<file path="src/design/rbs_pkg.sv">
// Shared types and constants for the ray/box slab intersection block.
// No dependencies; every other design file but rbs_checker refers to it by scoped names.
package rbs_pkg;

  // Fraction bits of the fixed-point coordinates
  localparam int FRAC_BITS = 16;
  // Slab distances saturate at 2^TLIM_BITS - 1
  localparam int TLIM_BITS = 62;
  localparam int AXES = 3;
  localparam int REG_IDX_W = 3;

  // Register indexes, one word apart on the configuration port
  typedef enum logic [REG_IDX_W-1:0] {
    REG_BOX_MIN_X = 3'd0,
    REG_BOX_MIN_Y = 3'd1,
    REG_BOX_MIN_Z = 3'd2,
    REG_BOX_MAX_X = 3'd3,
    REG_BOX_MAX_Y = 3'd4,
    REG_BOX_MAX_Z = 3'd5
  } reg_idx_e;

  // Per-axis flags that travel beside the quotients
  typedef struct packed {
    logic dzero;     // direction component is zero
    logic neg_near;  // near distance is negative
    logic neg_far;   // far distance is negative
  } axis_flags_t;

  // Sideband of one ray through the divider pipeline
  typedef struct packed {
    axis_flags_t [AXES-1:0] ax;
    logic                   miss;  // zero direction with origin outside its slab
  } side_t;

endpackage

</file>
<file path="src/design/rbs_prep.sv">
// Front stage: per-axis bound selection, distance numerators and divisor magnitudes.
// Depends on rbs_pkg for the sideband struct.
module rbs_prep #(
  parameter int COORD_WIDTH = 32
) (
  input  logic                   clk,
  input  logic                   rst,
  input  logic                   adv,
  input  logic                   in_valid,
  input  logic [COORD_WIDTH-1:0] origin [rbs_pkg::AXES],
  input  logic [COORD_WIDTH-1:0] dir    [rbs_pkg::AXES],
  input  logic [COORD_WIDTH-1:0] box_lo [rbs_pkg::AXES],
  input  logic [COORD_WIDTH-1:0] box_hi [rbs_pkg::AXES],
  output logic                   out_valid,
  output rbs_pkg::side_t         side,
  output logic [COORD_WIDTH-1:0] num_near [rbs_pkg::AXES],
  output logic [COORD_WIDTH-1:0] num_far  [rbs_pkg::AXES],
  output logic [COORD_WIDTH-1:0] dmag     [rbs_pkg::AXES]
);

  localparam int W = COORD_WIDTH;

  rbs_pkg::side_t side_next;
  logic [W-1:0]   nn_next [rbs_pkg::AXES];
  logic [W-1:0]   nf_next [rbs_pkg::AXES];
  logic [W-1:0]   dm_next [rbs_pkg::AXES];

  // Pick near/far bounds by direction sign, form |bound - origin|
  always_comb begin
    logic [W-1:0] nb, fb;
    logic         dneg, nlt, flt, outside;
    side_next.miss = 1'b0;
    for (int a = 0; a < rbs_pkg::AXES; a++) begin
      dneg = dir[a][W-1];
      dm_next[a] = dneg ? (~dir[a] + W'(1)) : dir[a];
      nb = dneg ? box_hi[a] : box_lo[a];
      fb = dneg ? box_lo[a] : box_hi[a];
      nlt = $signed(nb) < $signed(origin[a]);
      flt = $signed(fb) < $signed(origin[a]);
      nn_next[a] = nlt ? (origin[a] - nb) : (nb - origin[a]);
      nf_next[a] = flt ? (origin[a] - fb) : (fb - origin[a]);
      side_next.ax[a].dzero    = (dir[a] == '0);
      side_next.ax[a].neg_near = nlt != dneg;
      side_next.ax[a].neg_far  = flt != dneg;
      outside = ($signed(origin[a]) < $signed(box_lo[a])) ||
                ($signed(origin[a]) > $signed(box_hi[a]));
      if (side_next.ax[a].dzero && outside) begin
        side_next.miss = 1'b1;
      end
    end
  end

  // Hold the stage while stalled
  always_ff @(posedge clk) begin
    if (rst) begin
      out_valid <= 1'b0;
    end else if (adv) begin
      out_valid <= in_valid;
    end
  end

  always_ff @(posedge clk) begin
    if (adv) begin
      side     <= side_next;
      num_near <= nn_next;
      num_far  <= nf_next;
      dmag     <= dm_next;
    end
  end

endmodule

</file>
<file path="config.mk">
export PLATFORM = sky130hd
export DESIGN_NAME = rbs_prep
export DESIGN_NICKNAME = d
export VERILOG_FILES = /design/src/design/rbs_pkg.sv /design/src/design/rbs_prep.sv
export SDC_FILE = /design/constraint.sdc
export NUM_CORES = 2
export LEC_CHECK = 0
export BUFFER_PORTS_ARGS = -buffer_cell sky130_fd_sc_hd__buf_2
export CAP_MARGIN = 5
export CORE_ASPECT_RATIO = 1.4
export CORE_MARGIN = 8
export CORE_UTILIZATION = 45
export DETAILED_ROUTE_END_ITERATION = 10
export GPL_TIMING_DRIVEN = 0
export PLACE_DENSITY = 0.69
export SYNTH_ARGS = -nofsm -noshare
export SYNTH_HDL_FRONTEND = slang
export SYNTH_SLANG_ARGS = --single-unit
</file>
<file path="constraint.sdc">
create_clock -name clk -period 4.4 [get_ports clk]
set_input_delay 0.22 -clock clk [delete_from_list [all_inputs] [get_ports clk]]
set_output_delay 0.22 -clock clk [all_outputs]
set_load 0.005 [all_outputs]
</file>
After elaboration in Yosys (flattened, before gate mapping)
Cells that the tools add are included.
- reductions and logical operators: 10
- bitwise logic cells: 3
- add/sub/neg operators: 15
- mux-type cells: 16
- $lt $le $gt $ge: 12
- equality and inequality tests: 6
- operators with widths (kind ; count):
    $mux W32 ; 12
    $sub A32 B32 Y32 ; 12
    $lt A32 B32 Y1 ; 9
    $add A32 B1 Y32 const B ; 3
    $gt A32 B32 Y1 ; 3
    $logic_not A32 Y1 ; 3
    $not A32 Y32 ; 3
    $mux W31 ; 3
    $ne A1 B1 Y1 ; 6
    $logic_and A1 B1 Y1 ; 3
    $logic_or A1 B1 Y1 ; 3
    $reduce_or A2 Y1 ; 1
    $mux W1 ; 1
- output and inout bits: 299
- bits of input ports: 388
- flip-flop bits (word level): 299
- logic and storage cells: 85

Depth between registers and ports, before layout
- word-level depth: 4
- depth in mapped cells: 21
- mapped depth without buffers: 14

Least setup slack after synthesis
No wires, ideal clock.
- kind: input port to flip-flop
- from: in dir[63] (netlist bit)
- to: reg num_near[62] (netlist bit) (data pin)
- setup slack: 0.149 ns
- cell stages on the path: 17
- library setup time: 0.270 ns
- data required time: 4.130 ns
- arrival: 3.981 ns
- path buffers: 4
- path through: clkbuf_1 clkbuf_1 clkbuf_1 o21a_1 inv_1 ha_1 clkbuf_1 a21o_1 o21bai_1 a211oi_1 o211ai_1 o32ai_1 mux2_2 o31ai_1 nand2_1 o32ai_1 xor2_1
- RTL lines (element ; line ; text):
    start: declaration ; rbs_prep.sv:11 ; input logic [COORD_WIDTH-1:0] dir [rbs_pkg::AXES],
    end signal: assignment ; rbs_prep.sv:65 ; num_near <= nn_next;
    end: declaration ; rbs_prep.sv:16 ; output logic [COORD_WIDTH-1:0] num_near [rbs_pkg::AXES],

==> results.ini <==
[clock_tree]
cts.sinks=299
cts-root-buf=clkbuf_16
clkTransAtPathRegs_ps=60
clock_latency_ps=590
cts_made_buffers=35
cts_htree_levels=2
clk_path_buf_depth=3
tritoncts=yes

[power_and_ir_drop]
switching_share=0.415
power_density_nw_per_um2=309
intPower_uw=8230
p_comb_frac=0.495
p_sw_uw=5840
power_frac_seq=0.294
ir_drop_mv=0.280
leakage_uw=0.0219
pwr-share-clk=0.211

[detailed_routing]
via_count=39300
wl_per_cell_um=23.8
first_pass_iters=8
drtIter0Drc=3678
drc=0
drt-total-wl_um=159000
avgViaCountPerCell=5.88
ant_nets=0

[sta]
drv_slew=0
finClkSkew_ps=0
period_minus_slack_ps=4260
tightestPinTransition_ps=1390
fin_crit_sh=0.968
setup_slack_ps=142
fmax_mhz=235
max_slew_margin=0.0719
finalSetupViolations=0
hold_viol_final=0

[setup_path]
required_ps=4720
cp_cell_sequence=clkbuf_4 > clkbuf_4 > clkbuf_4 > o21a_1 > fa_1 > nand2b_1 > a21oi_1 > o211ai_1 > a31o_2 > a2111o_1 > a211o_1 > a21o_1 > buf_2 > buf_2 > buf_2 > o21ai_0 > nand2_1 > xor2_1
cp_max_fo=10
cp_slowest_stage_delay_ps=480
crit_path_start_kind=input pin
worstSetupEndpointType=flop
crit_slowest_cell=a2111o_1
cp.arrival_ps=4580
critPathKind=in -> reg

[finish]
final_net_count=6506
area_growth_pct=18.8
final_area_sq_um=45500
drive_above_1_share=0.165

[placement]
pre_cts_ws_ps=-2480
globalplace.congestion=1.09
hpwl_um=134000
port_buffers=683
post_dp_cell_area_sq_um=43200

[floorplan]
die_w_um=263
ios=687
rows=126
start_util=0.455
die_y_um=361
dieArea_sq_um=94900
core_area_sq_um=84300

[grt]
grt_use_met2=0.547
use_met1=0.363
grt_max_degree=122
use_met3=0.0622
grt_pass1_vias=38800
grt_pass1_wl_um=233000
antenna_found_initial=40
grt_overflow_total=0
grt.busiest_layer=met2
grtUsageTotal=0.316

[logic_synthesis]
synth_area_sq_um=38300
yosys_most_used_dff=edfxtp_1
ys_seq_area_frac=0.234
yosysUniqueCellTypes=89
ys_warn_count=0
synth_edf_count=298
synth_seq_cells=299
synth_fp_nets=5709
syn_inst=4739
synth.avg_cell_area_sq_um=8.09
async_reset_ff_frac=0

[min_path]
hold_class=in -> reg

[flow_run]
max_cap_violations=0

[status]
outcome=finished, final reports clean

==> synthesized netlist by cell type (all sizes together) (23+ instances only) <==
cell / n / area [sq um]
o211ai: 23 / 173
nor2b: 52 / 325
o21bai: 69 / 518
o31ai: 54 / 424
nand3: 55 / 275
a211oi: 56 / 420
xnor2: 194 / 1710
a31oi: 38 / 238
and2: 28 / 175
nand2b: 41 / 264
buf: 34 / 170
a21oi: 437 / 2190
nor3: 75 / 375
o21a: 219 / 1640
or3: 38 / 243
nand2: 453 / 1700
clkbuf: 168 / 631
inv: 569 / 2140
ha: 570 / 7130
edfxtp: 298 / 8950
o21ai: 289 / 1450
mux2i: 75 / 751
nor2: 230 / 868
xor2: 78 / 683
nand4: 76 / 475
a21o: 184 / 1380
==> path summary, 6_finish.rpt <==
check                  from  slack [ps]  depth (start not counted)          end
setup reg to reg  out_valid        3250                          3    out_valid
setup / recovery    dir[95]         140                         18  num_far[67]
hold / removal      dir[33]          20                          3     dmag[33]
hold reg to reg   out_valid        1050                          3    out_valid
==> layout by cell type (no fill, tap or decap), types with 55 or more instances in the layout <==
cell type        n
o21a_1         219
nand4_1         76
xnor2_1        189
o21ai_0        275
nor3_1          72
clkbuf_1       115
ha_1           570
nor2_1         227
dlygate4sd3_1   81
inv_1          567
xor2_1          78
mux2i_1         75
a21o_1         184
nand3_1         55
nand2_1        453
edfxtp_1       298
o21bai_1        69
a21oi_1        433
buf_2          706
==> cells by family (layout without fill, tap and decap cells) <==
kind of cell,Yosys count,count (layout),synth area share
compound gates,1573,1573,0.267
simple gates,1147,1147,0.142
fa+ha+maj,582,582,0.192
flops,299,299,0.234
mux,95,95,0.0255
xor+xnor,272,272,0.0623
buf+inv,771,1594,0.0766
other cells,0,32,0
==> per-stage QoR <==
stage | util | power, uW | cells | hold WS, ps | TNS [ps]
floorplan | - | 8190 | 4739 | 292 | 0
global placement | 0.511 | 10800 | 6510 | 379 | -696140
detailed placement | 0.512 | 10800 | 6512 | 381 | -298950
CTS | 0.538 | 14000 | 6655 | 1.37 | 0
global route | 0.540 | 14800 | 6674 | 27.1 | -11.5
finish | 0.540 | 14100 | 6682 | 15.6 | 0
==> cell type report <==
cell class,count,area (sq um)
fillers,8071,38800
clock inverters,22,203
multi-input cells,3669,26700
well taps,1088,1360
repair buffers,772,4350
inverters,569,2140
clock buffers,41,898
flip-flops and latches,299,8970
plain buffers,190,866
diodes,32,80.1
==> layer usage <==
layer | share of wire | wire, um
met4 | 0.063 | 10100
met5 | 0.00041 | 65
met3 | 0.073 | 11700
met1 | 0.39 | 62100
met2 | 0.47 | 75200
==> power by group through the flow <==
stage                     sequential [uW]  clock (uW)  combinational [uW]
final                                4140        2970                6960
after global routing                 4190        3110                7500
after CTS                            4140        3050                6800
after detailed placement             4180           0                6630
after global placement               4190           0                6620
after floorplan                      4240           0                3950
==> registers in the layout, summed over array words and instances (netlist names) <==
signal	cells
num_far	96
out_valid	1
num_near	96
side	10
dmag	96
==> critical path, delay by kind of cell <==
| family | cells | cell delay [ps] |
|---|---|---|
| adder cells (fa/ha/maj) | 1 | 420 |
| AND/OR/NAND/NOR | 2 | 270 |
| XOR/XNOR | 1 | 150 |
| buffers and inverters | 6 | 1350 |
| AO/OA/AOI/OAI | 8 | 2150 |
==> timing repair <==
action | CTS | global route
buffers inserted | 1 | 5
hold endpoints to repair | 81 | 0
endpoints found under the setup margin | 189 | 103
resized for setup | 77 | 60
pin swaps | 1 | 4
hold buffers | 81 | 0
(Power assumes the default switching activity.)
