**config.mk**
```make
export PLATFORM = sky130hd
export DESIGN_NAME = rbs_reduce
export DESIGN_NICKNAME = d
export VERILOG_FILES = /design/src/design/rbs_pkg.sv /design/src/design/rbs_reduce.sv
export SDC_FILE = /design/constraint.sdc
export NUM_CORES = 1
export LEC_CHECK = 0
export BUFFER_PORTS_ARGS = -buffer_cell sky130_fd_sc_hd__buf_2
export CAP_MARGIN = 0
export CORE_AREA = 2 2 265 267
export CTS_CLUSTER_DIAMETER = 200
export CTS_CLUSTER_SIZE = 40
export DETAILED_ROUTE_END_ITERATION = 8
export DIE_AREA = 0 0 267 269
export GPL_TIMING_DRIVEN = 0
export PLACE_DENSITY = 0.82
export RECOVER_POWER = 25
export SLEW_MARGIN = 15
export SYNTH_ARGS = -nofsm -noshare
export SYNTH_HDL_FRONTEND = slang
export SYNTH_SLANG_ARGS = --single-unit
export TNS_END_PERCENT = 100
```
**constraint.sdc**
```tcl
create_clock -name clk -period 7.05 [get_ports clk]
set_input_delay 1.41 -clock clk [delete_from_list [all_inputs] [get_ports clk]]
set_output_delay 1.41 -clock clk [all_outputs]
set_load 0.02 [all_outputs]
```
**src/design/rbs_pkg.sv**
```systemverilog
// Shared types and constants for the ray/box slab intersection block.
// No dependencies; every other design file but rbs_checker refers to it by scoped names.
package rbs_pkg;

  // Fraction bits of the fixed-point coordinates
  localparam int FRAC_BITS = 16;
  // Slab distances saturate at 2^TLIM_BITS - 1
  localparam int TLIM_BITS = 62;
  localparam int AXES = 3;
  localparam int REG_IDX_W = 3;

  // Register indexes, one word apart on the configuration port
  typedef enum logic [REG_IDX_W-1:0] {
    REG_BOX_MIN_X = 3'd0,
    REG_BOX_MIN_Y = 3'd1,
    REG_BOX_MIN_Z = 3'd2,
    REG_BOX_MAX_X = 3'd3,
    REG_BOX_MAX_Y = 3'd4,
    REG_BOX_MAX_Z = 3'd5
  } reg_idx_e;

  // Per-axis flags that travel beside the quotients
  typedef struct packed {
    logic dzero;     // direction component is zero
    logic neg_near;  // near distance is negative
    logic neg_far;   // far distance is negative
  } axis_flags_t;

  // Sideband of one ray through the divider pipeline
  typedef struct packed {
    axis_flags_t [AXES-1:0] ax;
    logic                   miss;  // zero direction with origin outside its slab
  } side_t;

endpackage

```
**src/design/rbs_reduce.sv**
```systemverilog
// Back end: clamp and sign the quotients, reduce entry/exit over the axes,
// decide hit and saturate into the output register. Depends on rbs_pkg.
module rbs_reduce #(
  parameter int COORD_WIDTH = 32,
  parameter int QW = COORD_WIDTH + 16
) (
  input  logic                   clk,
  input  logic                   rst,
  input  logic                   adv,
  input  logic                   in_valid,
  input  rbs_pkg::side_t         side,
  input  logic [QW-1:0]          q_near [rbs_pkg::AXES],
  input  logic [QW-1:0]          q_far  [rbs_pkg::AXES],
  output logic                   out_valid,
  output logic                   hit_found,
  output logic [COORD_WIDTH-2:0] t_enter,
  output logic [COORD_WIDTH-1:0] t_exit
);

  localparam int W  = COORD_WIDTH;
  localparam int MW = (QW > rbs_pkg::TLIM_BITS) ? rbs_pkg::TLIM_BITS : QW;
  localparam int TW = MW + 1;

  logic [MW-1:0] mag_n [rbs_pkg::AXES];
  logic [MW-1:0] mag_f [rbs_pkg::AXES];

  // Saturate the quotient magnitudes
  for (genvar a = 0; a < rbs_pkg::AXES; a++) begin : g_clamp
    if (QW > rbs_pkg::TLIM_BITS) begin : g_sat
      assign mag_n[a] = (|q_near[a][QW-1:rbs_pkg::TLIM_BITS]) ? '1 : q_near[a][MW-1:0];
      assign mag_f[a] = (|q_far[a][QW-1:rbs_pkg::TLIM_BITS])  ? '1 : q_far[a][MW-1:0];
    end else begin : g_pass
      assign mag_n[a] = q_near[a];
      assign mag_f[a] = q_far[a];
    end
  end

  // Stage 1: signed per-axis entry and exit; zero directions enter at 0
  logic                  v1;
  rbs_pkg::side_t        s1;
  logic signed [TW-1:0]  e1 [rbs_pkg::AXES];
  logic signed [TW-1:0]  x1 [rbs_pkg::AXES];

  always_ff @(posedge clk) begin
    if (adv) begin
      s1 <= side;
      for (int a = 0; a < rbs_pkg::AXES; a++) begin
        if (side.ax[a].dzero) begin
          e1[a] <= '0;
        end else if (side.ax[a].neg_near) begin
          e1[a] <= -$signed({1'b0, mag_n[a]});
        end else begin
          e1[a] <= $signed({1'b0, mag_n[a]});
        end
        x1[a] <= side.ax[a].neg_far ? -$signed({1'b0, mag_f[a]}) : $signed({1'b0, mag_f[a]});
      end
    end
  end

  // Stage 2: reduce axes x and y, carry z
  logic                 v2;
  logic                 miss2, xinf01, xinf2;
  logic signed [TW-1:0] e01, x01, e2, x2;

  always_ff @(posedge clk) begin
    if (adv) begin
      miss2  <= s1.miss;
      e01    <= (e1[0] > e1[1]) ? e1[0] : e1[1];
      xinf01 <= s1.ax[0].dzero && s1.ax[1].dzero;
      priority if (s1.ax[0].dzero) begin
        x01 <= x1[1];
      end else if (s1.ax[1].dzero) begin
        x01 <= x1[0];
      end else begin
        x01 <= (x1[0] < x1[1]) ? x1[0] : x1[1];
      end
      e2    <= e1[2];
      x2    <= x1[2];
      xinf2 <= s1.ax[2].dzero;
    end
  end

  // Stage 3: fold in axis z, clamp entry at zero
  logic                 v3;
  logic                 miss3, xinf3;
  logic signed [TW-1:0] ent3, ext3;
  logic signed [TW-1:0] emax;

  assign emax = (e01 > e2) ? e01 : e2;

  always_ff @(posedge clk) begin
    if (adv) begin
      miss3 <= miss2;
      ent3  <= emax[TW-1] ? '0 : emax;
      xinf3 <= xinf01 && xinf2;
      priority if (xinf01) begin
        ext3 <= x2;
      end else if (xinf2) begin
        ext3 <= x01;
      end else begin
        ext3 <= (x01 < x2) ? x01 : x2;
      end
    end
  end

  // Stage 4: hit decision and output saturation
  logic         hit_next;
  logic [W-2:0] ten_sat;
  logic [W-1:0] tex_sat;

  assign hit_next = !miss3 && (xinf3 || (ext3 > ent3));

  if (MW > W - 1) begin : g_ent_sat
    assign ten_sat = (|ent3[TW-2:W-1]) ? '1 : ent3[W-2:0];
  end else begin : g_ent_ext
    assign ten_sat = (W-1)'(ent3[TW-2:0]);
  end

  if (TW > W) begin : g_ext_sat
    logic fits;
    assign fits = (&ext3[TW-1:W-1]) || !(|ext3[TW-1:W-1]);
    assign tex_sat = fits ? ext3[W-1:0] :
                     (ext3[TW-1] ? {1'b1, {(W-1){1'b0}}} : {1'b0, {(W-1){1'b1}}});
  end else begin : g_ext_ext
    assign tex_sat = W'(ext3);
  end

  always_ff @(posedge clk) begin
    if (adv) begin
      hit_found <= hit_next;
      if (miss3) begin
        t_enter <= '0;
        t_exit  <= '0;
      end else begin
        t_enter <= ten_sat;
        t_exit  <= xinf3 ? {1'b0, {(W-1){1'b1}}} : tex_sat;
      end
    end
  end

  // Advance valid bits with the data
  always_ff @(posedge clk) begin
    if (rst) begin
      v1 <= 1'b0;
      v2 <= 1'b0;
      v3 <= 1'b0;
      out_valid <= 1'b0;
    end else if (adv) begin
      v1 <= in_valid;
      v2 <= v1;
      v3 <= v2;
      out_valid <= v3;
    end
  end

endmodule

```
Word-level counts from Yosys, hierarchy flattened
Memory sizes are Yosys's and may differ from the RTL's. A register that Yosys moved wholly into a read port is not among the register bits. Index checks and enable logic that the tools add are counted.

$add $sub $neg: 6. Order comparisons: 5. Muxes and demuxes: 56. Bitwise gates (word level): 6. Reduce and logical (&&, ||, !) cells: 11.

Operator list (count): 2-to-1 mux 49 bit (17); negation 48 -> 49 bit (6); greater-than comparator 49 bit (3); < comparator 49 bit (2); 2-to-1 mux 32 bit (2); 2-to-1 mux 31 bit (2); 2-to-1 mux 1 bit (35); AND reduction 18 bit (1); OR reduction 18 bit (1); OR reduction 17 bit (1); bitwise OR 1 bit (6); logical AND 1 bit (3); logical NOT 1 bit (2); logical OR 1 bit (2); OR reduction 2 bit (1).

Register bits after elaboration: 273. Memory bits (writable): 294. Output and inout port bits: 65. Word-level logic and storage cells: 108. Memories: 2.

Memories: e1 (words 3, width 49, read ports 3, clocked after memory_dff 1, write ports 3, RTL line rbs_reduce.sv:41) `logic signed [TW-1:0] e1 [rbs_pkg::AXES];`; x1 (words 3, width 49, read ports 3, clocked after memory_dff 1, write ports 3, RTL line rbs_reduce.sv:42) `logic signed [TW-1:0] x1 [rbs_pkg::AXES];`.

Longest topological paths before layout
Gate-level depths: netlist (run 1).

Depth in word-level cells: 6. Mapped depth: 12. Mapped depth without buffers: 10.

Worst setup path before layout (run 1)
Ideal clock, no wire load.

Path type: input port to flip-flop. Start point: in q_far[10] in the netlist's numbering. End point: mem x1[2][37] in the netlist's numbering (data pin). Library setup time: 261 ps. Data arrival time: 4093 ps. Data required time: 6789 ps. Setup slack: 2696 ps. Stages: 9. Cells stage by stage: or4_4 -> or3_4 -> or3_4 -> or3_4 -> or3_4 -> or2_1 -> buf_6 -> o41ai_4 -> xnor2_1.

RTL lines: start: declaration (RTL line rbs_reduce.sv:13) `input logic [QW-1:0] q_far [rbs_pkg::AXES],`; end: declaration (RTL line rbs_reduce.sv:42).

==> impl_metrics.json, run 1 <==
{
  "max_stage_delay_ps": 950,
  "hp-class": "flop to flop",
  "clock_power_share": 0.197,
  "p_leak_nw": 15.8,
  "grt_max_degree": 103,
  "clk_path_buf_depth": 3,
  "critPathRequiredTime_ps": 7400,
  "status": "finished with violations",
  "vias": 25200,
  "cts_buffers": 20,
  "synth_top_cells_by_count": "edfxtp_1 (660), nor2_1 (285), inv_1 (262)",
  "fin_skew_ps": 27.9,
  "grt.total_usage": 0.243,
  "worstHoldPathCells": 0,
  "drc_errors": 0,
  "place_hpwl_um": 71300,
  "cp_cell_sequence": "ha_1 > nand4_1 > nor3_1 > nand3_1 > a2111oi_0 > a211oi_1 > nor3b_1 > o21ai_0 > clkbuf_1 > buf_1 > mux2_2",
  "core_area_um2": 69300,
  "n_fill_cell": 5707,
  "crit_cells": 11,
  "drtIter0Drc": 2752,
  "ir_drop_uv": 166,
  "seqPwrFrac": 0.596,
  "num_io_pins": 367,
  "cts_root_buffer": "clkbuf_16",
  "fmax_mhz": 182,
  "final.min_clock_period_ps": 5500,
  "synth_async_sr_flop_share": 0,
  "synth_top_area_share": 0.548,
  "drive_above_1_share": 0.166,
  "synth_enable_flop_cells": 660,
  "yosys.area.top_type": "edfxtp_1",
  "tightest_slew_ps": 4370,
  "critical_path.top_delay_family": "compound AO/OA/AOI/OAI gates",
  "ant_nets": 0,
  "top_usage_layer": "met2",
  "seqCellArea_um2": 19900,
  "placedCellCount": 4359,
  "fp.dieH_um": 269,
  "clk_pin_slew_ps": 150,
  "multiInputGateArea_um2": 14900,
  "dr.pass1.iters": 6,
  "crit_path_start_kind": "flop",
  "grt_pass1_wl_um": 134000,
  "met1_usage": 0.332,
  "clk_latency_ps": 610,
  "worst_ep_arrival_time_ps": 5860,
  "synth.distinct_cells": 65,
  "end_kind": "flop",
  "via_per_inst": 5.72,
  "yosysSeqAreaShare": 0.550,
  "post_cts_resize_count": 0,
  "reg2reg_depth": 11,
  "dieArea_um2": 71800,
  "slew_headroom": -1.91,
  "postSynthCellCount": 3049,
  "post_cts_buffers": 0,
  "routedWlPerCell_um": 20.3,
  "antenna_found_initial": 21,
  "syn_area_um2": 36100,
  "grt_util_met3": 0.0308,
  "cts_tree": "built",
  "synth.net_count": 3599,
  "use_met2": 0.406,
  "final_core_util": 0.576,
  "cts_sinks": 664,
  "switchingPower_mw": 2.33,
  "violations": "capacitance limit, slew limit",
  "hold_viol": 0,
  "holdBufCountCts": 0,
  "cts_max_level": 1,
  "std_cell_rows": 97,
  "drt_wl_total_um": 89300,
  "die_width_um": 267,
  "port_buffers": 365,
  "synth_ff_type": "edfxtp_1",
  "synth.most_common_cell": "edfxtp_1",
  "grt_pass1_vias": 23800,
  "ys_ff_latch": 664,
  "initial_core_util": 0.522,
  "fin_cells": 4403,
  "critPathMaxFanout": 10,
  "gr-total-overflow": 0,
  "crit_buf_inv": 2,
  "yosys_warnings": 0,
  "intPower_mw": 6.16,
  "finalSetupViolCount": 0,
  "switching_share": 0.275,
  "synth.avg_cell_area_um2": 11.9,
  "area_growth_pct": 10.3,
  "nets": 3991,
  "crit_path_top_delay_cell": "a2111oi_0",
  "rsz0062_at_grt": "false",
  "drv_slew": 80,
  "post-route-period-util": 0.781,
  "gp_congestion": 0.943,
  "synth_area_leaders": "edfxtp_1 (55%), ha_1 (8.6%), mux2_2 (4.6%), xnor2_1 (3.4%), xor2_1 (3.3%)",
  "p_comb_frac": 0.207,
  "critical_path_class": "flop to flop",
  "powerDensity_nw_per_um2": 213,
  "cap_viol_max_count": 1
}
-- state kept, by name, summed over array words and instances (netlist names), 4 cells and up --
name / count
t_exit: 32
e2: 49
s1: 4
ext3: 49
e01: 49
ent3: 48
x2: 49
x01: 49
e1: 147
t_enter: 31
x1: 147
-- worst register-to-register path, cell delays in order (launching register included) --
cell       delay, ps
edfxtp_1         420
ha_1             340
nand4_1          180
nor3_1           580
nand3_1          280
a2111oi_0        950
a211oi_1         190
nor3b_1          200
o21ai_0          450
clkbuf_1         660
buf_1            540
mux2_2           450
-- path summary, 6_finish.rpt --
check / startpoint / to / slack [ps]
setup reg to reg: x1[0][43] / x01[35] / 1550
setup / recovery: x1[0][43] / x01[35] / 1550
hold reg to reg: e1[2][33] / e2[33] / 410
hold / removal: e1[2][33] / e2[33] / 410
-- per-stage QoR --
stage	hold slack, ps	setup slack (ps)	power (mW)	cell area, um2	setup TNS (ps)
3_5_place_dp	405	1810	6.89	39300	0
2_1_floorplan	400	2700	6.17	36100	0
5_1_grt	413	1490	8.86	39900	0
4_1_cts	409	1780	8.50	39900	0
3_3_place_gp	401	-5470	6.85	39200	-2764040
6_report	405	1550	8.49	39900	0
-- area by class of cell --
cell class,instances,area share
buffer,104,0.0104
multi-input combinational,2018,0.373
clock inverter,1,0.000408
sequential,664,0.499
clock buffer,28,0.0138
antenna,15,0.000941
timing repair buffer,370,0.0487
tap,940,0.0295
inverter,263,0.0248
-- cells by family after synthesis --
group,Yosys count,share of synthesized area
simple gates,824,0.113
flops,664,0.550
compound gates,468,0.0844
buf+inv,367,0.0385
xor+xnor,276,0.0669
fa+ha+maj,248,0.0858
mux,202,0.0610
-- routing by layer --
metal / part of all wire / routed length (um)
met5: 0.0010 / 89
met4: 0.033 / 2910
met3: 0.068 / 6080
met2: 0.48 / 42700
met1: 0.42 / 37600
-- layout by cell type (no fill, tap or decap), types with 36 or more instances in the layout --
cell type and n:
mux2i_1 55, clkbuf_1 107, o31ai_1 75, nand4_1 57, mux2_2 147, a21o_1 60
o21ai_0 130, buf_2 356, ha_1 248, nand2_1 164, or4_1 45, nor2_1 285
xor2_1 135, edfxtp_1 660, or3_1 36, inv_1 262, nand2b_1 65, xnor2_1 141
a21oi_1 106
-- power groups by stage --
stage	registers, mW	clock network (mW)	logic, mW
after floorplan	5.07	0	1.10
after global placement	5.17	0	1.67
after detailed placement	5.14	0	1.74
after CTS	5.05	1.69	1.76
after global routing	5.10	1.81	1.95
final	5.06	1.67	1.76
Power figures use the tool's default switching activity.
==> inputs of run 2 (changes only) <==
--- a/config.mk
+++ b/config.mk
@@ -13,7 +13,7 @@
 export DETAILED_ROUTE_END_ITERATION = 8
 export DIE_AREA = 0 0 267 269
 export GPL_TIMING_DRIVEN = 0
-export PLACE_DENSITY = 0.82
+export PLACE_DENSITY = 0.85
 export RECOVER_POWER = 25
 export SLEW_MARGIN = 15
 export SYNTH_ARGS = -nofsm -noshare
==> constraint.sdc (replaced) <==
create_clock -name clk -period 4.45 [get_ports clk]
set_input_delay 0.89 -clock clk [delete_from_list [all_inputs] [get_ports clk]]
set_output_delay 0.89 -clock clk [all_outputs]
set_load 0.02 [all_outputs]
==> run 2 against run 1 <==
Net effect:
- the run now ends clean
- critical path depth unchanged
- die area unchanged
- register-to-register slack worse by 1400 ps
- count of clock-buffer cells in the layout decreased by 1
- fmax increased by 29%
==> impl_metrics.json, run 2 (synthesized netlist as in run 1, its figures left out) <==
{
  "antenna_found_initial": 21,
  "crit_path_end": "ext3[35]",
  "initial_core_util": 0.522,
  "r2r_setup_slack_ps": 190,
  "std_cell_rows": 97,
  "slew_headroom": 0.238,
  "layout_common_cells": "edfxtp_1 (660), buf_2 (339), nor2_1 (285), inv_1 (262), ha_1 (248)",
  "num_io_pins": 367,
  "hold_viol": 0,
  "grt_pass1_vias": 23700,
  "crit_path_start_kind": "flop",
  "p_total_mw": 13.4,
  "nets": 3989,
  "grt.total_usage": 0.240,
  "final.min_clock_period_ps": 4260,
  "area_growth_pct": 10.3,
  "mostFrequentLayoutCell": "edfxtp_1",
  "vias": 25100,
  "worst_ep_arrival_time_ps": 4620,
  "tightest_slew_ps": 1130,
  "n_fill_cell": 5575,
  "reg2reg_depth": 11,
  "die_width_um": 267,
  "reg.largest.list": "e1: 147 flops, x1: 147 flops",
  "placedCellCount": 4358,
  "ant_nets": 0,
  "gr-total-overflow": 0,
  "rr_startpoint": "x01[4]",
  "clk_pin_slew_ps": 140,
  "dieArea_um2": 71800,
  "hp-class": "flop to flop",
  "holdWs_ps": 428,
  "final_core_util": 0.575,
  "rsz0062_at_grt": "false",
  "port_buffers": 365,
  "dpl-instance-area_um2": 39300,
  "post-route-period-util": 0.957,
  "cts_buffers": 20,
  "grt_max_degree": 113,
  "critical_path_class": "flop to flop",
  "post_cts_buffers": 0,
  "place_hpwl_um": 70700,
  "end_kind": "flop",
  "critPathMaxFanout": 10,
  "cts_max_level": 1,
  "routedWlPerCell_um": 20.1,
  "fp.dieH_um": 269,
  "status": "completed",
  "via_per_inst": 5.71,
  "worstHoldPathCells": 0,
  "clk_path_buf_depth": 3,
  "core_area_um2": 69300,
  "fin_area_um2": 39900,
  "finalSetupViolCount": 0,
  "cap_viol_max_count": 0,
  "drtIter0Drc": 2587,
  "cts_root_buffer": "clkbuf_16",
  "gp_congestion": 0.941,
  "clk_latency_ps": 600,
  "p_leak_nw": 15.8,
  "drt_wl_total_um": 88700,
  "cts_tree": "built",
  "cts_sinks": 664,
  "drc_errors": 0,
  "fin_cells": 4401,
  "drive_above_1_share": 0.163,
  "fin_skew_ps": 35.1,
  "dr.pass1.iters": 6,
  "crit_path_start": "x01[4]",
  "drv_slew": 0,
  "grt_pass1_wl_um": 132000,
  "powerDensity_nw_per_um2": 337,
  "fmax_mhz": 235,
  "r2r-end": "ext3[35]",
  "critPathRequiredTime_ps": 4810,
  "ir_drop_uv": 247
}
[run 2: how the worst min path moves through the flow]
stage               startpoint     end  slack, ps
floorplan             e1[2][0]   e2[0]        400
global placement     e1[2][30]  e2[30]        400
detailed placement   e1[2][14]  e2[14]        400
CTS                  x1[2][46]  x2[46]        430
global route         e1[2][34]  e2[34]        440
finish               e1[2][37]  e2[37]        430
[run 2: stage by stage]
stage               setup slack (ps)  TNS (ps)
floorplan                        616         0
global placement               -7470  -4406550
detailed placement              -631    -78600
CTS                             31.1         0
global route                    10.6         0
finish                           192         0
[run 2: critical path: stages (launching register included)]
cell      delay, ps
edfxtp_1        430
ha_1            350
a21oi_1         140
o21ai_0         120
a221oi_1        440
o221ai_1        330
a31oi_1         350
nor3_1           80
a221oi_1        560
clkbuf_2        450
clkbuf_2        360
mux2_2          390
[run 2: final cells by class]
type,instances,area [um2],share of cell area
Antenna cell,16,40.0,0.00100
Buffer,103,423,0.0106
Clock buffer,27,548,0.0137
Clock inverter,1,16.3,0.000408
Inverter,263,987,0.0248
Multi-Input combinational cell,2018,14900,0.373
Sequential cell,664,19900,0.499
Tap cell,940,1180,0.0295
Timing Repair Buffer,369,1910,0.0479
[run 2: layer usage]
layer,share of wire,vias to the layer above,track usage
li1,-,11900,-
met1,0.41,12200,0.324
met2,0.48,899,0.400
met3,0.068,153,0.0266
met4,0.037,10,0.0919
met5,0.00067,-,0
[run 2: timing repair]
item / CTS / global route
hold buffers: 0 / 0
resized for setup: 9 / 7
setup endpoints to repair: 67 / 77
[run 2: where the power goes]
group / leakage, nW / total, mW / switching [mW] / internal, mW
Sequential: 6.49 / 8.01 / 0.348 / 7.66
Combinational: 9.02 / 2.79 / 1.59 / 1.20
Clock: 0.273 / 2.63 / 1.75 / 0.889
Total: 15.8 / 13.4 / 3.68 / 9.74
