## config.mk

```make
export PLATFORM = sky130hd
export DESIGN_NAME = rbs_cfg_regs
export DESIGN_NICKNAME = d
export VERILOG_FILES = /design/src/design/rbs_pkg.sv /design/src/design/rbs_cfg_regs.sv
export SDC_FILE = /design/constraint.sdc
export NUM_CORES = 1
export LEC_CHECK = 0
export BUFFER_PORTS_ARGS = -buffer_cell sky130_fd_sc_hd__buf_2
export CORE_AREA = 2 2 102 202
export CTS_CLUSTER_DIAMETER = 50
export DETAILED_ROUTE_END_ITERATION = 10
export DIE_AREA = 0 0 104 204
export PLACE_DENSITY = 0.81
export SYNTH_ARGS = -nofsm -noshare
export SYNTH_HDL_FRONTEND = slang
export SYNTH_SLANG_ARGS = --single-unit
```

## constraint.sdc

```tcl
create_clock -name clk -period 1.3 [get_ports clk]
set_input_delay 0.195 -clock clk [delete_from_list [all_inputs] [get_ports clk]]
set_output_delay 0.195 -clock clk [all_outputs]
set_load 0.01 [all_outputs]
```

## src/design/rbs_pkg.sv

```systemverilog
// Shared types and constants for the ray/box slab intersection block.
// No dependencies; every other design file but rbs_checker refers to it by scoped names.
package rbs_pkg;

  // Fraction bits of the fixed-point coordinates
  localparam int FRAC_BITS = 16;
  // Slab distances saturate at 2^TLIM_BITS - 1
  localparam int TLIM_BITS = 62;
  localparam int AXES = 3;
  localparam int REG_IDX_W = 3;

  // Register indexes, one word apart on the configuration port
  typedef enum logic [REG_IDX_W-1:0] {
    REG_BOX_MIN_X = 3'd0,
    REG_BOX_MIN_Y = 3'd1,
    REG_BOX_MIN_Z = 3'd2,
    REG_BOX_MAX_X = 3'd3,
    REG_BOX_MAX_Y = 3'd4,
    REG_BOX_MAX_Z = 3'd5
  } reg_idx_e;

  // Per-axis flags that travel beside the quotients
  typedef struct packed {
    logic dzero;     // direction component is zero
    logic neg_near;  // near distance is negative
    logic neg_far;   // far distance is negative
  } axis_flags_t;

  // Sideband of one ray through the divider pipeline
  typedef struct packed {
    axis_flags_t [AXES-1:0] ax;
    logic                   miss;  // zero direction with origin outside its slab
  } side_t;

endpackage

```

## src/design/rbs_cfg_regs.sv

```systemverilog
// Box corner registers behind an APB-style port, with read-back.
// Depends on rbs_pkg for the register indexes.
module rbs_cfg_regs #(
  parameter int COORD_WIDTH = 32,
  parameter int ADDR_W = 5,
  parameter int DATA_W = 32
) (
  input  logic                   clk,
  input  logic                   rst,
  input  logic                   psel,
  input  logic                   penable,
  input  logic                   pwrite,
  input  logic [ADDR_W-1:0]      paddr,
  input  logic [DATA_W-1:0]      pwdata,
  output logic [DATA_W-1:0]      prdata,
  output logic [COORD_WIDTH-1:0] box_lo [rbs_pkg::AXES],
  output logic [COORD_WIDTH-1:0] box_hi [rbs_pkg::AXES]
);

  rbs_pkg::reg_idx_e idx;
  logic              wr_en;
  logic [COORD_WIDTH-1:0] wval;

  assign idx   = rbs_pkg::reg_idx_e'(paddr[ADDR_W-1:ADDR_W-rbs_pkg::REG_IDX_W]);
  assign wr_en = psel && penable && pwrite;
  assign wval  = pwdata[COORD_WIDTH-1:0];

  // Write the addressed corner; drop writes beyond the list
  always_ff @(posedge clk) begin
    if (rst) begin
      for (int a = 0; a < rbs_pkg::AXES; a++) begin
        box_lo[a] <= '0;
        box_hi[a] <= '0;
      end
    end else if (wr_en) begin
      unique case (idx)
        rbs_pkg::REG_BOX_MIN_X: box_lo[0] <= wval;
        rbs_pkg::REG_BOX_MIN_Y: box_lo[1] <= wval;
        rbs_pkg::REG_BOX_MIN_Z: box_lo[2] <= wval;
        rbs_pkg::REG_BOX_MAX_X: box_hi[0] <= wval;
        rbs_pkg::REG_BOX_MAX_Y: box_hi[1] <= wval;
        rbs_pkg::REG_BOX_MAX_Z: box_hi[2] <= wval;
        default: ;
      endcase
    end
  end

  // Read back the addressed register
  always_comb begin
    unique case (idx)
      rbs_pkg::REG_BOX_MIN_X: prdata = DATA_W'(box_lo[0]);
      rbs_pkg::REG_BOX_MIN_Y: prdata = DATA_W'(box_lo[1]);
      rbs_pkg::REG_BOX_MIN_Z: prdata = DATA_W'(box_lo[2]);
      rbs_pkg::REG_BOX_MAX_X: prdata = DATA_W'(box_hi[0]);
      rbs_pkg::REG_BOX_MAX_Y: prdata = DATA_W'(box_hi[1]);
      rbs_pkg::REG_BOX_MAX_Z: prdata = DATA_W'(box_hi[2]);
      default:                prdata = '0;
    endcase
  end

endmodule

```

# After elaboration in Yosys (flattened, before gate mapping)
# Cells that the tools add are included.
# Widths: inputs -> output; s select.
# op_classes
eq_ne,5
reduce_logical,9
muxes,1
# op_table
operator,count
$pmux 32 s6,1
$reduce_and 2->1,6
$eq 3x2->1 const B,2
$eq 3x3->1 const B,2
$eq 3x1->1 const B,1
$logic_not 3->1,1
$logic_and 1x1->1,2
# totals
reg_bits,192
out_inout_bits,224

# Logic depth before layout (Yosys ltp)
# Gate-level depths: netlist of run 1.
# logic_depth
ltp_word,3
ltp_mapped,7
mapped_depth_nobuf,3

# Least setup slack after synthesis of run 1
# Ideal clock, no wire load.
# synth_path
kind,in2out
startpoint,in paddr[3]
endpoint,out prdata[13]
required_time_ns,1.105
arrival_ns,1.221
cell_stages,5
n_path_buf,3
slack_ns,-0.116
path_cell_list,buf_6 clkbuf_1 clkbuf_1 a22oi_1 o22ai_1
# synth_via
elab_chain_cells,2
# synth_rtl
item,line,rtl
"start, declared",rbs_cfg_regs.sv:13,"input logic [ADDR_W-1:0] paddr,"
"$eq 3x3->1, or another cell as far along",rbs_cfg_regs.sv:50,unique case (idx)
$pmux 32 s6 (*),rbs_cfg_regs.sv:50,
"end, declared",rbs_cfg_regs.sv:15,"output logic [DATA_W-1:0] prdata,"
# Every way passes the cells marked *; elsewhere a longest branch is shown, timed or not.

# Worst setup path after layout of run 1
# layout_path
startpoint,reg box_lo[41] in the netlist's numbering
endpoint,out prdata[9]
# layout_via
elab_chain_cells,1
# layout_rtl
item,line,rtl
"start, declared",rbs_cfg_regs.sv:16,"output logic [COORD_WIDTH-1:0] box_lo [rbs_pkg::AXES],"
$pmux 32 s6,rbs_cfg_regs.sv:50,
# Every way passes these cells.

==> run summary, run 1 <==
=====================================================================================
Worst Path Required ....................................................      1110 ps
Final hold violation count .............................................            0
Unrepaired setup endpoints after global routing ........................         true
Final worst clock skew .................................................         0 ps
IO Count ...............................................................          266
CTS H-tree depth .......................................................            4
Overflow left after global routing .....................................            0
Most frequent cell after synthesis ..................................... sky130_fd_sc_hd__nand2b_1
Transition at the pin with the smallest max-transition slack ...........     283.5 ps
Number of synthesized register bits ....................................          192
Outcome ................................................................ finished, violations left
Die Span Y .............................................................       204 um
Core outline area ......................................................   19730 um^2
ANT nets after route ...................................................            0
Count of TritonRoute iterations in the first routing pass ..............            5
Final std cells w/o fill ...............................................         1474
# port buffers .........................................................          263
Clock-pin slew of the registers on the worst-case setup and hold paths .        80 ps
Pin count of the biggest net entering global routing ...................           58
Switching power total ..................................................     3.091 mW
CTS max path bufs ......................................................            2
Leading cell types by total area after synthesis ....................... sky130_fd_sc_hd__dfxtp_1 (42%), sky130_fd_sc_hd__mux2i_1 (22%), sky130_fd_sc_hd__nand2b_1 (16%)
Critical path endpoint category ........................................ primary output
Sequential element share of the synthesized area .......................       0.4244
Final-layout worst hold slack ..........................................     146.6 ps
Wire length per cell ...................................................     20.55 um
IR Drop Worst-Case VDD .................................................    0.7696 mV
Internal power summed over all cells ...................................     9.294 mW
Setup CP Type .......................................................... register to primary output
Total CTS buffers ......................................................           17
Die width ..............................................................       104 um
Number of buffers added to fix hold violations after cts ...............            0
Final routed DRC violation total .......................................            0
Post-synth top area cell ............................................... sky130_fd_sc_hd__dfxtp_1
Cells after Synth ......................................................          855
First-pass GRT wire length .............................................     45.65 mm
Net count of the mapped netlist ........................................          897
Top fanout value on the critical path ..................................            3
Area growth from synthesis to layout ...................................       40.21%
Number of clock sinks seen by CTS ......................................          192
Combinational cell fraction of total power .............................        0.090
Class of the most critical hold timing path ............................ input pin to register
Final setup violating endpoints ........................................           32
Mean area per synthesized cell .........................................   10.59 um^2
Post-route total power .................................................     12.38 mW
Worst slack after detailed placement ...................................    -383.8 ps
Wire length after detailed routing .....................................     30.29 mm
Fraction of final layout cells sized beyond drive strength 1 ...........       0.5161
CP arrival .............................................................      1530 ps
Mapped Area ............................................................    9057 um^2
Slew headroom ..........................................................       0.8110
CTS tree ...............................................................          yes
# nets final ...........................................................         1238
Number of synthesized flops with an enable pin .........................            0
Initial Utilization ....................................................       0.4591
Static Leakage .........................................................     6.648 nW
Crit start category ....................................................     register
Total via count in the routed design ...................................         8008
Highest attainable clock frequency .....................................   0.5787 GHz
Total global-route track usage .........................................       0.2774
Cell Rows ..............................................................           73
Detailed-placement wirelength estimate .................................     20.93 mm
Area enclosed by the die boundary ......................................   21220 um^2
Fraction of the cycle the final worst path needs .......................        1.329
Power per cell area .................................................... 975.2 nW/um^2
Violated checks ........................................................ negative setup slack
Number of placed cells counting well taps ..............................         1402
Starting DRC count in detailed routing .................................          320
Post-synth top cells ................................................... sky130_fd_sc_hd__nand2b_1 (225), sky130_fd_sc_hd__mux2i_1 (198), sky130_fd_sc_hd__dfxtp_1 (192), sky130_fd_sc_hd__mux2_2 (60), sky130_fd_sc_hd__a22oi_1 (43)
Clock tree root buffer cell ............................................ sky130_fd_sc_hd__clkbuf_16
Ys async rst share .....................................................            0
Clock power share ......................................................        0.429
Count of maximum capacitance violations ................................            0
Number of antenna violations at the first check in global routing ......            2
Post-layout worst setup margin .........................................    -428.2 ps
Synth top area share ...................................................       0.4244
Gp weighted congestion .................................................       0.8478
Later-pin clock latency in the skew report .............................       440 ps
Synth cell types .......................................................           26
Routed via count divided by cell count .................................        5.433
Final slew viol count ..................................................            0
Yosys warning total ....................................................            0
Most common flop cell mapped by yosys .................................. sky130_fd_sc_hd__dfxtp_1
Final worst path period need ...........................................      1728 ps
Sequential cell fraction of total power ................................        0.481
Net switching fraction of the power ....................................       0.2496
Via count of the first global-routing pass .............................         8173
=====================================================================================
power by group through the flow:
stage	sequential (mW)	clock [mW]	combinational (mW)
6_report	5.96	5.31	1.12
5_1_grt	5.96	5.60	1.18
4_1_cts	5.95	5.36	1.08
3_5_place_dp	6.09	0	1.02
3_3_place_gp	6.09	0	1.01
2_1_floorplan	6.11	0	0.552
path summary, 6_finish.rpt:
kind         slack (ps)  depth (start not counted)       start    endpoint
max                -430                          3  box_lo[41]   prdata[9]
min                 150                          3  pwdata[17]  box_hi[81]
max reg2reg         530                          3  box_hi[53]  box_hi[53]
min reg2reg         480                          2  box_lo[22]  box_lo[22]
metrics by stage:
step                  util  instance area (um^2)  TNS (ps)
finish              0.6437                 12700    -10620
global route        0.6436                 12700    -12380
CTS                 0.6337                 12500    -10990
detailed placement  0.5736                 11320    -50370
global placement    0.5736                 11320    -44030
floorplan                -                  9089    -240.7
layout make-up:
cell class                      count  area (um^2)
Sequential cell                   192         3939
Multi-Input combinational cell    591         5246
Inverter                            1        3.754
Timing Repair Buffer              393         2592
Clock buffer                       18        429.2
Antenna cell                        3        7.507
Fill cell                        1602         7029
Tap cell                          262        327.8
Clock inverter                     14        153.9
registers in the layout, indices dropped and copies added (netlist names):
| signal | flops |
|---|---|
| box_hi | 96 |
| box_lo | 96 |
cells in the final DEF (no fill, tap or decap), types with 2 or more instances in the layout:
cell,instances
sky130_fd_sc_hd__buf_2,259
sky130_fd_sc_hd__nand2b_1,225
sky130_fd_sc_hd__mux2i_1,198
sky130_fd_sc_hd__dfxtp_1,118
sky130_fd_sc_hd__buf_4,108
sky130_fd_sc_hd__dfxtp_2,73
sky130_fd_sc_hd__mux2_2,33
sky130_fd_sc_hd__a22oi_2,31
sky130_fd_sc_hd__mux2_4,27
sky130_fd_sc_hd__buf_12,22
sky130_fd_sc_hd__clkbuf_16,17
sky130_fd_sc_hd__a21oi_1,13
sky130_fd_sc_hd__a22oi_1,12
sky130_fd_sc_hd__a221oi_2,12
sky130_fd_sc_hd__o22ai_1,11
sky130_fd_sc_hd__nand2_2,7
sky130_fd_sc_hd__inv_6,6
sky130_fd_sc_hd__o22ai_2,4
sky130_fd_sc_hd__diode_2,3
sky130_fd_sc_hd__o221ai_2,3
sky130_fd_sc_hd__clkinvlp_4,3
sky130_fd_sc_hd__nor2b_2,2
sky130_fd_sc_hd__and2_4,2
sky130_fd_sc_hd__bufinv_16,2
sky130_fd_sc_hd__clkinv_2,2
sky130_fd_sc_hd__buf_6,2
routing by layer:
metal / wire length [um] / track usage
met1: 10990 / 0.2870
met2: 16430 / 0.5157
met3: 1225 / 0.04592
met4: 1647 / 0.1713
met5: 0 / 0
kinds of logic after synthesis:
group / share of synthesized area
AO/OA/AOI/OAI: 0.06962
buffers and inverters: 0.04200
multiplexers: 0.2959
flip-flops: 0.4244
AND/OR/NAND/NOR: 0.1681
worst max-delay path, cell delays in order, from the launching register on:
cell	delay, ps
sky130_fd_sc_hd__dfxtp_1	330
sky130_fd_sc_hd__mux4_2	440
sky130_fd_sc_hd__a22o_1	180
sky130_fd_sc_hd__buf_2	130
repair_timing:
item	4_1_cts	5_1_grt
pin swaps	25	18
gates resized for setup	121	42
setup buffers	32	5
setup endpoints to repair	32	33
(Power assumes the default switching activity.)
==> run 2, diff against run 1 <==
- CELL_PAD_IN_SITES_DETAIL_PLACEMENT: unset -> 2
- CELL_PAD_IN_SITES_GLOBAL_PLACEMENT: unset -> 2
- CORE_AREA: 2 2 102 202 -> 2 2 128 255
- DIE_AREA: 0 0 104 204 -> 0 0 130 257
- GPL_TIMING_DRIVEN: unset -> 0
- PLACE_DENSITY: 0.81 -> 0.86
==> run 2 against run 1 <==
The flow still finishes with violations (negative setup slack). Sequential power about the same. Global-route usage is 1.1 points higher. Register-to-register slack got worse by 110 ps. Clock-buffer cell count rose by 4. Non-clock buffer count fell by 3. Combinational power rose by 26%. Sequential share of layout area shrank 0.42 points. Highest routed layer unchanged. Cell area increased by 2.2%. Core utilization is 23 points lower. Largest power group is now clock. Via count rose by 8.2%. Maximum frequency fell by 4.5%.
==> run summary, run 2 (same netlist as run 1, synthesis figures left out) <==
=====================================================================================
Outcome ................................................................ finished, violations left
Violated checks ........................................................ negative setup slack
Starting DRC count in detailed routing .................................          406   +27%
Final slew viol count ..................................................            0   unchanged
Wire length after detailed routing .....................................     49.61 mm   +64%
Cell Rows ..............................................................           92   +26%
Wire length per cell ...................................................     30.47 um   +48%
Final worst clock skew .................................................         0 ps   unchanged
Count of TritonRoute iterations in the first routing pass ..............            5   unchanged
Fraction of final layout cells sized beyond drive strength 1 ...........       0.5402   +0.02412
Later-pin clock latency in the skew report .............................       450 ps   about the same
First-pass GRT wire length .............................................     68.34 mm   +50%
Class of the most critical hold timing path ............................ input pin to register
Clock tree root buffer cell ............................................ sky130_fd_sc_hd__clkbuf_16
Fraction of the cycle the final worst path needs .......................        1.393   +0.06337
Accumulated negative setup slack .......................................    -13090 ps   -2476 ps
Final hold violation count .............................................            0   unchanged
Top library cells by usage in the layout, fill and taps aside .......... sky130_fd_sc_hd__buf_2 (258), sky130_fd_sc_hd__nand2b_1 (225), sky130_fd_sc_hd__mux2i_1 (196)
CTS tree ...............................................................          yes
Worst Path Required ....................................................      1110 ps   about the same
Detailed-placement wirelength estimate .................................     32.34 mm   +55%
Area growth from synthesis to layout ...................................       43.36%
CP arrival .............................................................      1620 ps   +90 ps
Top fanout value on the critical path ..................................            3   unchanged
Setup CP Type .......................................................... register to primary output
Largest registers in the final layout .................................. box_hi (96), box_lo (96)
Die width ..............................................................       130 um   +25%
Post-layout worst setup margin .........................................    -510.5 ps   -82.38 ps
IR Drop Worst-Case VDD .................................................    0.9446 mV   +23%
Overflow left after global routing .....................................            0   unchanged
CTS H-tree depth .......................................................            4   unchanged
Worst-case register-to-register setup slack ............................       420 ps   -110 ps
Initial Utilization ....................................................       0.2882   -0.1709
Routed via count divided by cell count .................................        5.323   -2.0%
Unrepaired setup endpoints after global routing ........................         true
Pin count of the biggest net entering global routing ...................           17   -71%
# nets final ...........................................................         1235   -0.24%
ANT nets after route ...................................................            0   unchanged
Post-placement cell area ...............................................   10920 um^2   -3.5%
Count of maximum capacitance violations ................................            0   unchanged
Via count of the first global-routing pass .............................         9636   +18%
CTS max path bufs ......................................................            2   unchanged
Commonest non-fill, non-tap cell in the layout ......................... sky130_fd_sc_hd__buf_2
Highest attainable clock frequency .....................................   0.5523 GHz   -4.5%
Area enclosed by the die boundary ......................................   33410 um^2   +57%
Slew headroom ..........................................................       0.5344   -0.2766
Critical path endpoint category ........................................ primary output
Gp weighted congestion .................................................       0.8376   -1.2%
Transition at the pin with the smallest max-transition slack ...........     698.5 ps   +414.9 ps
# port buffers .........................................................          261   -0.76%
IO Count ...............................................................          266   unchanged
Power per cell area .................................................... 1027 nW/um^2   +5.3%
Core outline area ......................................................   31430 um^2   +59%
Number of antenna violations at the first check in global routing ......            0   -2
Total via count in the routed design ...................................         8666   +8.2%
Total global-route track usage .........................................       0.2888   +0.01134
Final worst path period need ...........................................      1811 ps   +82.38 ps
Final setup violating endpoints ........................................           32   unchanged
Crit start category ....................................................     register
Number of clock sinks seen by CTS ......................................          192   unchanged
Die Span Y .............................................................       257 um   +26%
Total of fill cells in the finished design .............................         3301   +110%
Antenna fix cells ......................................................            0   -3
Static Leakage .........................................................     6.600 nW   -0.72%
Total CTS buffers ......................................................           17   unchanged
Finished layout cell area ..............................................   12990 um^2   +2.2%
Final routed DRC violation total .......................................            0   unchanged
Number of buffers added to fix hold violations after cts ...............            0   unchanged
Clock-pin slew of the registers on the worst-case setup and hold paths .        70 ps   about the same
=====================================================================================
==> run 2: cell types whose count changed in the layout (fill, tap and decap cells not counted), sizes merged <==
cell | previous run | this run
clkbuf | 19 | 63
diode | 3 | 0
buf | 392 | 349
inv | 7 | 1
bufinv | 2 | 4
clkinvlp | 3 | 4
clkinv | 3 | 1
==> run 2: final timing paths <==
path	cells past startpoint	start	end
setup / recovery	4	box_lo[32]	prdata[0]
hold / removal	3	pwdata[24]	box_hi[56]
setup reg to reg	3	box_hi[47]	box_hi[47]
hold reg to reg	2	box_lo[26]	box_lo[26]
==> run 2: metal layers <==
metal	part of all wire	global-route usage
met3	0.037	0.05073
met2	0.54	0.5288
met5	0	0
met1	0.35	0.2804
met4	0.080	0.2127
==> run 2: cell type report <==
type	instances	area, um^2	area share
buffer	71	634.4	0.04885
clock inverter	9	155.1	0.01195
inverter	1	8.758	0.0006745
tap	423	529.3	0.04076
multi-input combinational	591	5396	0.4156
sequential	192	3973	0.3059
timing repair buffer	319	1804	0.1389
clock buffer	22	484.2	0.03729
==> run 2: per-stage QoR <==
stage                     hold slack (ps)  total power, mW    util  setup slack (ps)  std cells
final                               159.8            13.33  0.4132            -510.5       1628
after floorplan                     452.7            6.658       -            -16.76        855
after global routing                170.6            13.58  0.4132            -540.3       1628
after CTS                           136.2            13.21  0.4017            -490.4       1611
after global placement              469.5            7.193  0.3476             -1362       1539
after detailed placement            481.8            7.220  0.3476             -1412       1539
==> run 2: power by group <==
part / switching, mW / total [mW] / leakage (nW) / internal (mW)
sequential: 0.0427 / 5.96 / 1.60 / 5.91
clock: 2.55 / 5.97 / 0.300 / 3.42
combinational: 0.890 / 1.41 / 4.70 / 0.521
==> run 2: critical path, cell delays in order, from the launching register on <==
cell and delay (ps):
sky130_fd_sc_hd__dfxtp_1 370, sky130_fd_sc_hd__mux2_2 280, sky130_fd_sc_hd__a22oi_1 240, sky130_fd_sc_hd__a21oi_2 120, sky130_fd_sc_hd__buf_2 150
==> run 2: repair_timing <==
item | CTS | global route
pin swaps | 23 | 16
buffers inserted | 41 | 16
cloned | 0 | 1
resized for setup | 246 | 69
setup endpoints to repair | 165 | 151
==> run 3, diff against run 2 <==
- ABC_AREA: unset -> 1
- CORE_AREA: 2 2 128 255 -> 2 2 143 284
- DIE_AREA: 0 0 130 257 -> 0 0 145 286
- PLACE_DENSITY: 0.86 -> 0.85
==> run 3 against run 2 <==
The run still ends with negative setup slack left. Sequential share of layout area down 1.8 points. Routed wire length up 54%. Sequential cell count unchanged. Register-to-register slack worse by 140 ps. Core utilization down 5.9 points. Total power up 3.9%. Maximum frequency up 3.8%. Combinational power up 47%. Clock power down 3%. Non-clock buffer count up 65. Global-route usage up 3.4 points. Critical endpoint is now prdata[17]. Highest routed layer is now met5.
==> run summary, run 3 <==
=====================================================================================
CP arrival .............................................................      1550 ps   -70 ps
Largest registers in the final layout .................................. box_hi (96), box_lo (96)
Number of synthesized flops with an enable pin .........................            0   unchanged
Reg-to-Reg Start .......................................................   box_hi[95]
Post-synth top area cell ............................................... sky130_fd_sc_hd__dfxtp_1
Setup CP Type .......................................................... input pin to primary output
Outcome ................................................................ finished, violations left
Mean area per synthesized cell .........................................   6.181 um^2   -42%
CTS max path bufs ......................................................            2   unchanged
Final hold violation count .............................................            0   unchanged
Power per cell area .................................................... 996.2 nW/um^2   -3.0%
Total CTS buffers ......................................................           17   unchanged
Final worst clock skew .................................................         0 ps   unchanged
Number of buffers added to fix hold violations after cts ...............            0   unchanged
Core outline area ......................................................   39310 um^2   +25%
Highest attainable clock frequency .....................................   0.5736 GHz   +3.8%
Fraction of the cycle the final worst path needs .......................        1.341   -0.05159
Total global-route track usage .........................................       0.3232   +0.03442
Slew headroom ..........................................................       0.4911   -0.04327
Class of the most critical hold timing path ............................ input pin to register
Die width ..............................................................       145 um   +12%
Number of synthesized register bits ....................................          192   unchanged
Sequential element share of the synthesized area .......................       0.4121   -0.01230
Wire length per cell ...................................................     31.74 um   +4.1%
# port buffers .........................................................          261   unchanged
Source of the worst hold timing path ...................................    pwdata[7]
Initial Utilization ....................................................       0.2373   -0.05092
Final worst path period need ...........................................      1743 ps   -67.06 ps
IO Count ...............................................................          266   unchanged
First-pass GRT wire length .............................................     98.22 mm   +44%
Antenna fix cells ......................................................            0   unchanged
Number of placed cells counting well taps ..............................         2295   +49%
Ys async rst share .....................................................            0   unchanged
CTS tree ...............................................................          yes
Number of clock sinks seen by CTS ......................................          192   unchanged
Yosys warning total ....................................................            0   unchanged
Via count of the first global-routing pass .............................        14550   +51%
Worst Path Required ....................................................      1110 ps   about the same
Final-layout worst hold slack ..........................................     152.8 ps   -6.928 ps
Total via count in the routed design ...................................        13490   +56%
Violated checks ........................................................ negative setup slack
Area growth from synthesis to layout ...................................       49.18%
Number of antenna violations at the first check in global routing ......            1   +1
Clock tree root buffer cell ............................................ sky130_fd_sc_hd__clkbuf_16
Crit start category ....................................................    input pin
Post-synth top cells ................................................... sky130_fd_sc_hd__nand2_1 (436), sky130_fd_sc_hd__nor2_1 (427), sky130_fd_sc_hd__nand3_1 (200), sky130_fd_sc_hd__dfxtp_1 (192)
Final slew viol count ..................................................            0   unchanged
Critical path endpoint category ........................................ primary output
Cells after Synth ......................................................         1509   +76%
Mapped Area ............................................................    9328 um^2   +3.0%
Overflow left after global routing .....................................            0   unchanged
Pin count of the biggest net entering global routing ...................           18   +1
Area enclosed by the die boundary ......................................   41470 um^2   +24%
# nets final ...........................................................         1914   +55%
Commonest non-fill, non-tap cell in the layout ......................... sky130_fd_sc_hd__nor2_1
Starting DRC count in detailed routing .................................         1330   +230%
Final routed DRC violation total .......................................            0   unchanged
Top library cells by usage in the layout, fill and taps aside .......... sky130_fd_sc_hd__nor2_1 (396), sky130_fd_sc_hd__nand2_1 (382), sky130_fd_sc_hd__buf_2 (275)
Net count of the mapped netlist ........................................         1551   +73%
Later-pin clock latency in the skew report .............................       490 ps   +40 ps
Wire length after detailed routing .....................................     76.49 mm   +54%
IR Drop Worst-Case VDD .................................................     1.086 mV   +15%
Top fanout value on the critical path ..................................            9   +6
Final std cells w/o fill ...............................................         2410   +48%
Count of TritonRoute iterations in the first routing pass ..............            5   unchanged
Synth cell types .......................................................           16   -38%
Static Leakage .........................................................     7.029 nW   +6.5%
Detailed-placement wirelength estimate .................................     44.00 mm   +36%
Worst hold path cell count .............................................            5   +2
Transition at the pin with the smallest max-transition slack ...........     763.4 ps   +64.90 ps
ANT nets after route ...................................................            0   unchanged
Count of maximum capacitance violations ................................            0   unchanged
CTS H-tree depth .......................................................            4   unchanged
Final setup violating endpoints ........................................          107   +230%
Most frequent cell after synthesis ..................................... sky130_fd_sc_hd__nand2_1
Cell Rows ..............................................................          103   +12%
Most common flop cell mapped by yosys .................................. sky130_fd_sc_hd__dfxtp_1
Depth of the worst register-to-register path ...........................            3   unchanged
Post-layout worst setup margin .........................................    -443.5 ps   +67.06 ps
Routed via count divided by cell count .................................        5.596   +5.1%
Unrepaired setup endpoints after global routing ........................         true
Leading cell types by total area after synthesis ....................... sky130_fd_sc_hd__dfxtp_1 (41%), sky130_fd_sc_hd__nand2_1 (18%), sky130_fd_sc_hd__nor2_1 (17%)
Clock-pin slew of the registers on the worst-case setup and hold paths .        70 ps   about the same
Fraction of final layout cells sized beyond drive strength 1 ...........       0.3761   -0.1641
Gp weighted congestion .................................................       0.8808   +5.2%
Synth top area share ...................................................       0.4121   -0.01230
Critical path launch point .............................................     paddr[3]
Die Span Y .............................................................       286 um   +11%
=====================================================================================
-- run 3: cell types whose count changed after synthesis, moves of 48 or more --
cell | before | now
sky130_fd_sc_hd__mux2_2 | 60 | 0
sky130_fd_sc_hd__inv_1 | 0 | 67
sky130_fd_sc_hd__nand4_1 | 0 | 58
sky130_fd_sc_hd__nand2_1 | 6 | 436
sky130_fd_sc_hd__buf_2 | 19 | 67
sky130_fd_sc_hd__nand3_1 | 0 | 200
sky130_fd_sc_hd__mux2i_1 | 198 | 0
sky130_fd_sc_hd__nor2_1 | 2 | 427
sky130_fd_sc_hd__nand2b_1 | 225 | 0
-- run 3: worst paths after layout --
kind           endpoint  slack (ps)
min          box_hi[71]         150
max reg2reg  box_hi[95]         280
max          prdata[17]        -440
min reg2reg  box_lo[74]         500
-- run 3: timing repair --
action	in CTS	in global routing
setup buffers	60	20
gates resized for setup	284	168
endpoints found under the setup margin	173	198
pin swaps	71	43
cloned	8	2
-- run 3: where the power goes --
part / leakage, nW / internal, mW / switching (mW)
Sequential: 1.60 / 5.94 / 0.0843
Combinational: 5.13 / 0.603 / 1.46
Clock: 0.292 / 2.85 / 2.92
Total: 7.03 / 9.39 / 4.47
-- run 3: critical path, stage by stage --
cell	delay [ps]
sky130_fd_sc_hd__buf_8	140
sky130_fd_sc_hd__inv_8	110
sky130_fd_sc_hd__nand2_2	150
sky130_fd_sc_hd__nor2_4	270
sky130_fd_sc_hd__buf_8	200
sky130_fd_sc_hd__nand2_1	90
sky130_fd_sc_hd__nand2_1	120
sky130_fd_sc_hd__inv_2	60
sky130_fd_sc_hd__nand2_2	80
sky130_fd_sc_hd__buf_6	110
-- run 3: logic make-up after synthesis --
kind of cell | count (synthesis) | share of synthesized area
and+or+nand+nor | 1130 | 0.5019
AOI/OAI and AO/OA | 6 | 0.003219
DFF | 192 | 0.4121
buffers and inverters | 181 | 0.08276
-- run 3: area by class of cell --
type / count / area (um^2)
Buffer: 111 / 860.8
Clock buffer: 20 / 466.7
Clock inverter: 12 / 123.9
Fill cell: 4644 / 25390
Inverter: 69 / 281.5
Multi-Input combinational cell: 1136 / 5184
Sequential cell: 192 / 4000
Tap cell: 525 / 656.9
Timing Repair Buffer: 344 / 2333
Timing Repair inverter: 1 / 7.507
-- run 3: routing by layer --
| metal | routed length (um) | GRT usage | up-vias |
|---|---|---|---|
| met5 | 16 | 0 | - |
| met4 | 8829 | 0.3287 | 2 |
| met3 | 5424 | 0.07129 | 438 |
| met2 | 36940 | 0.5568 | 941 |
| met1 | 25280 | 0.3107 | 6652 |
| li1 | - | - | 5454 |
-- run 3: stage by stage --
step | instance area, um^2 | power [mW] | utilization | TNS (ps) | setup slack [ps]
6_report | 13910 | 13.86 | 0.3540 | -15100 | -443.5
5_1_grt | 13910 | 14.07 | 0.3540 | -16900 | -425.7
4_1_cts | 13330 | 13.35 | 0.3390 | -7611 | -326.0
3_5_place_dp | 11310 | 7.614 | 0.2877 | -130930 | -937.5
3_3_place_gp | 11310 | 7.561 | 0.2877 | -121670 | -883.6
2_1_floorplan | 9346 | 6.878 | - | 0 | 0.4632
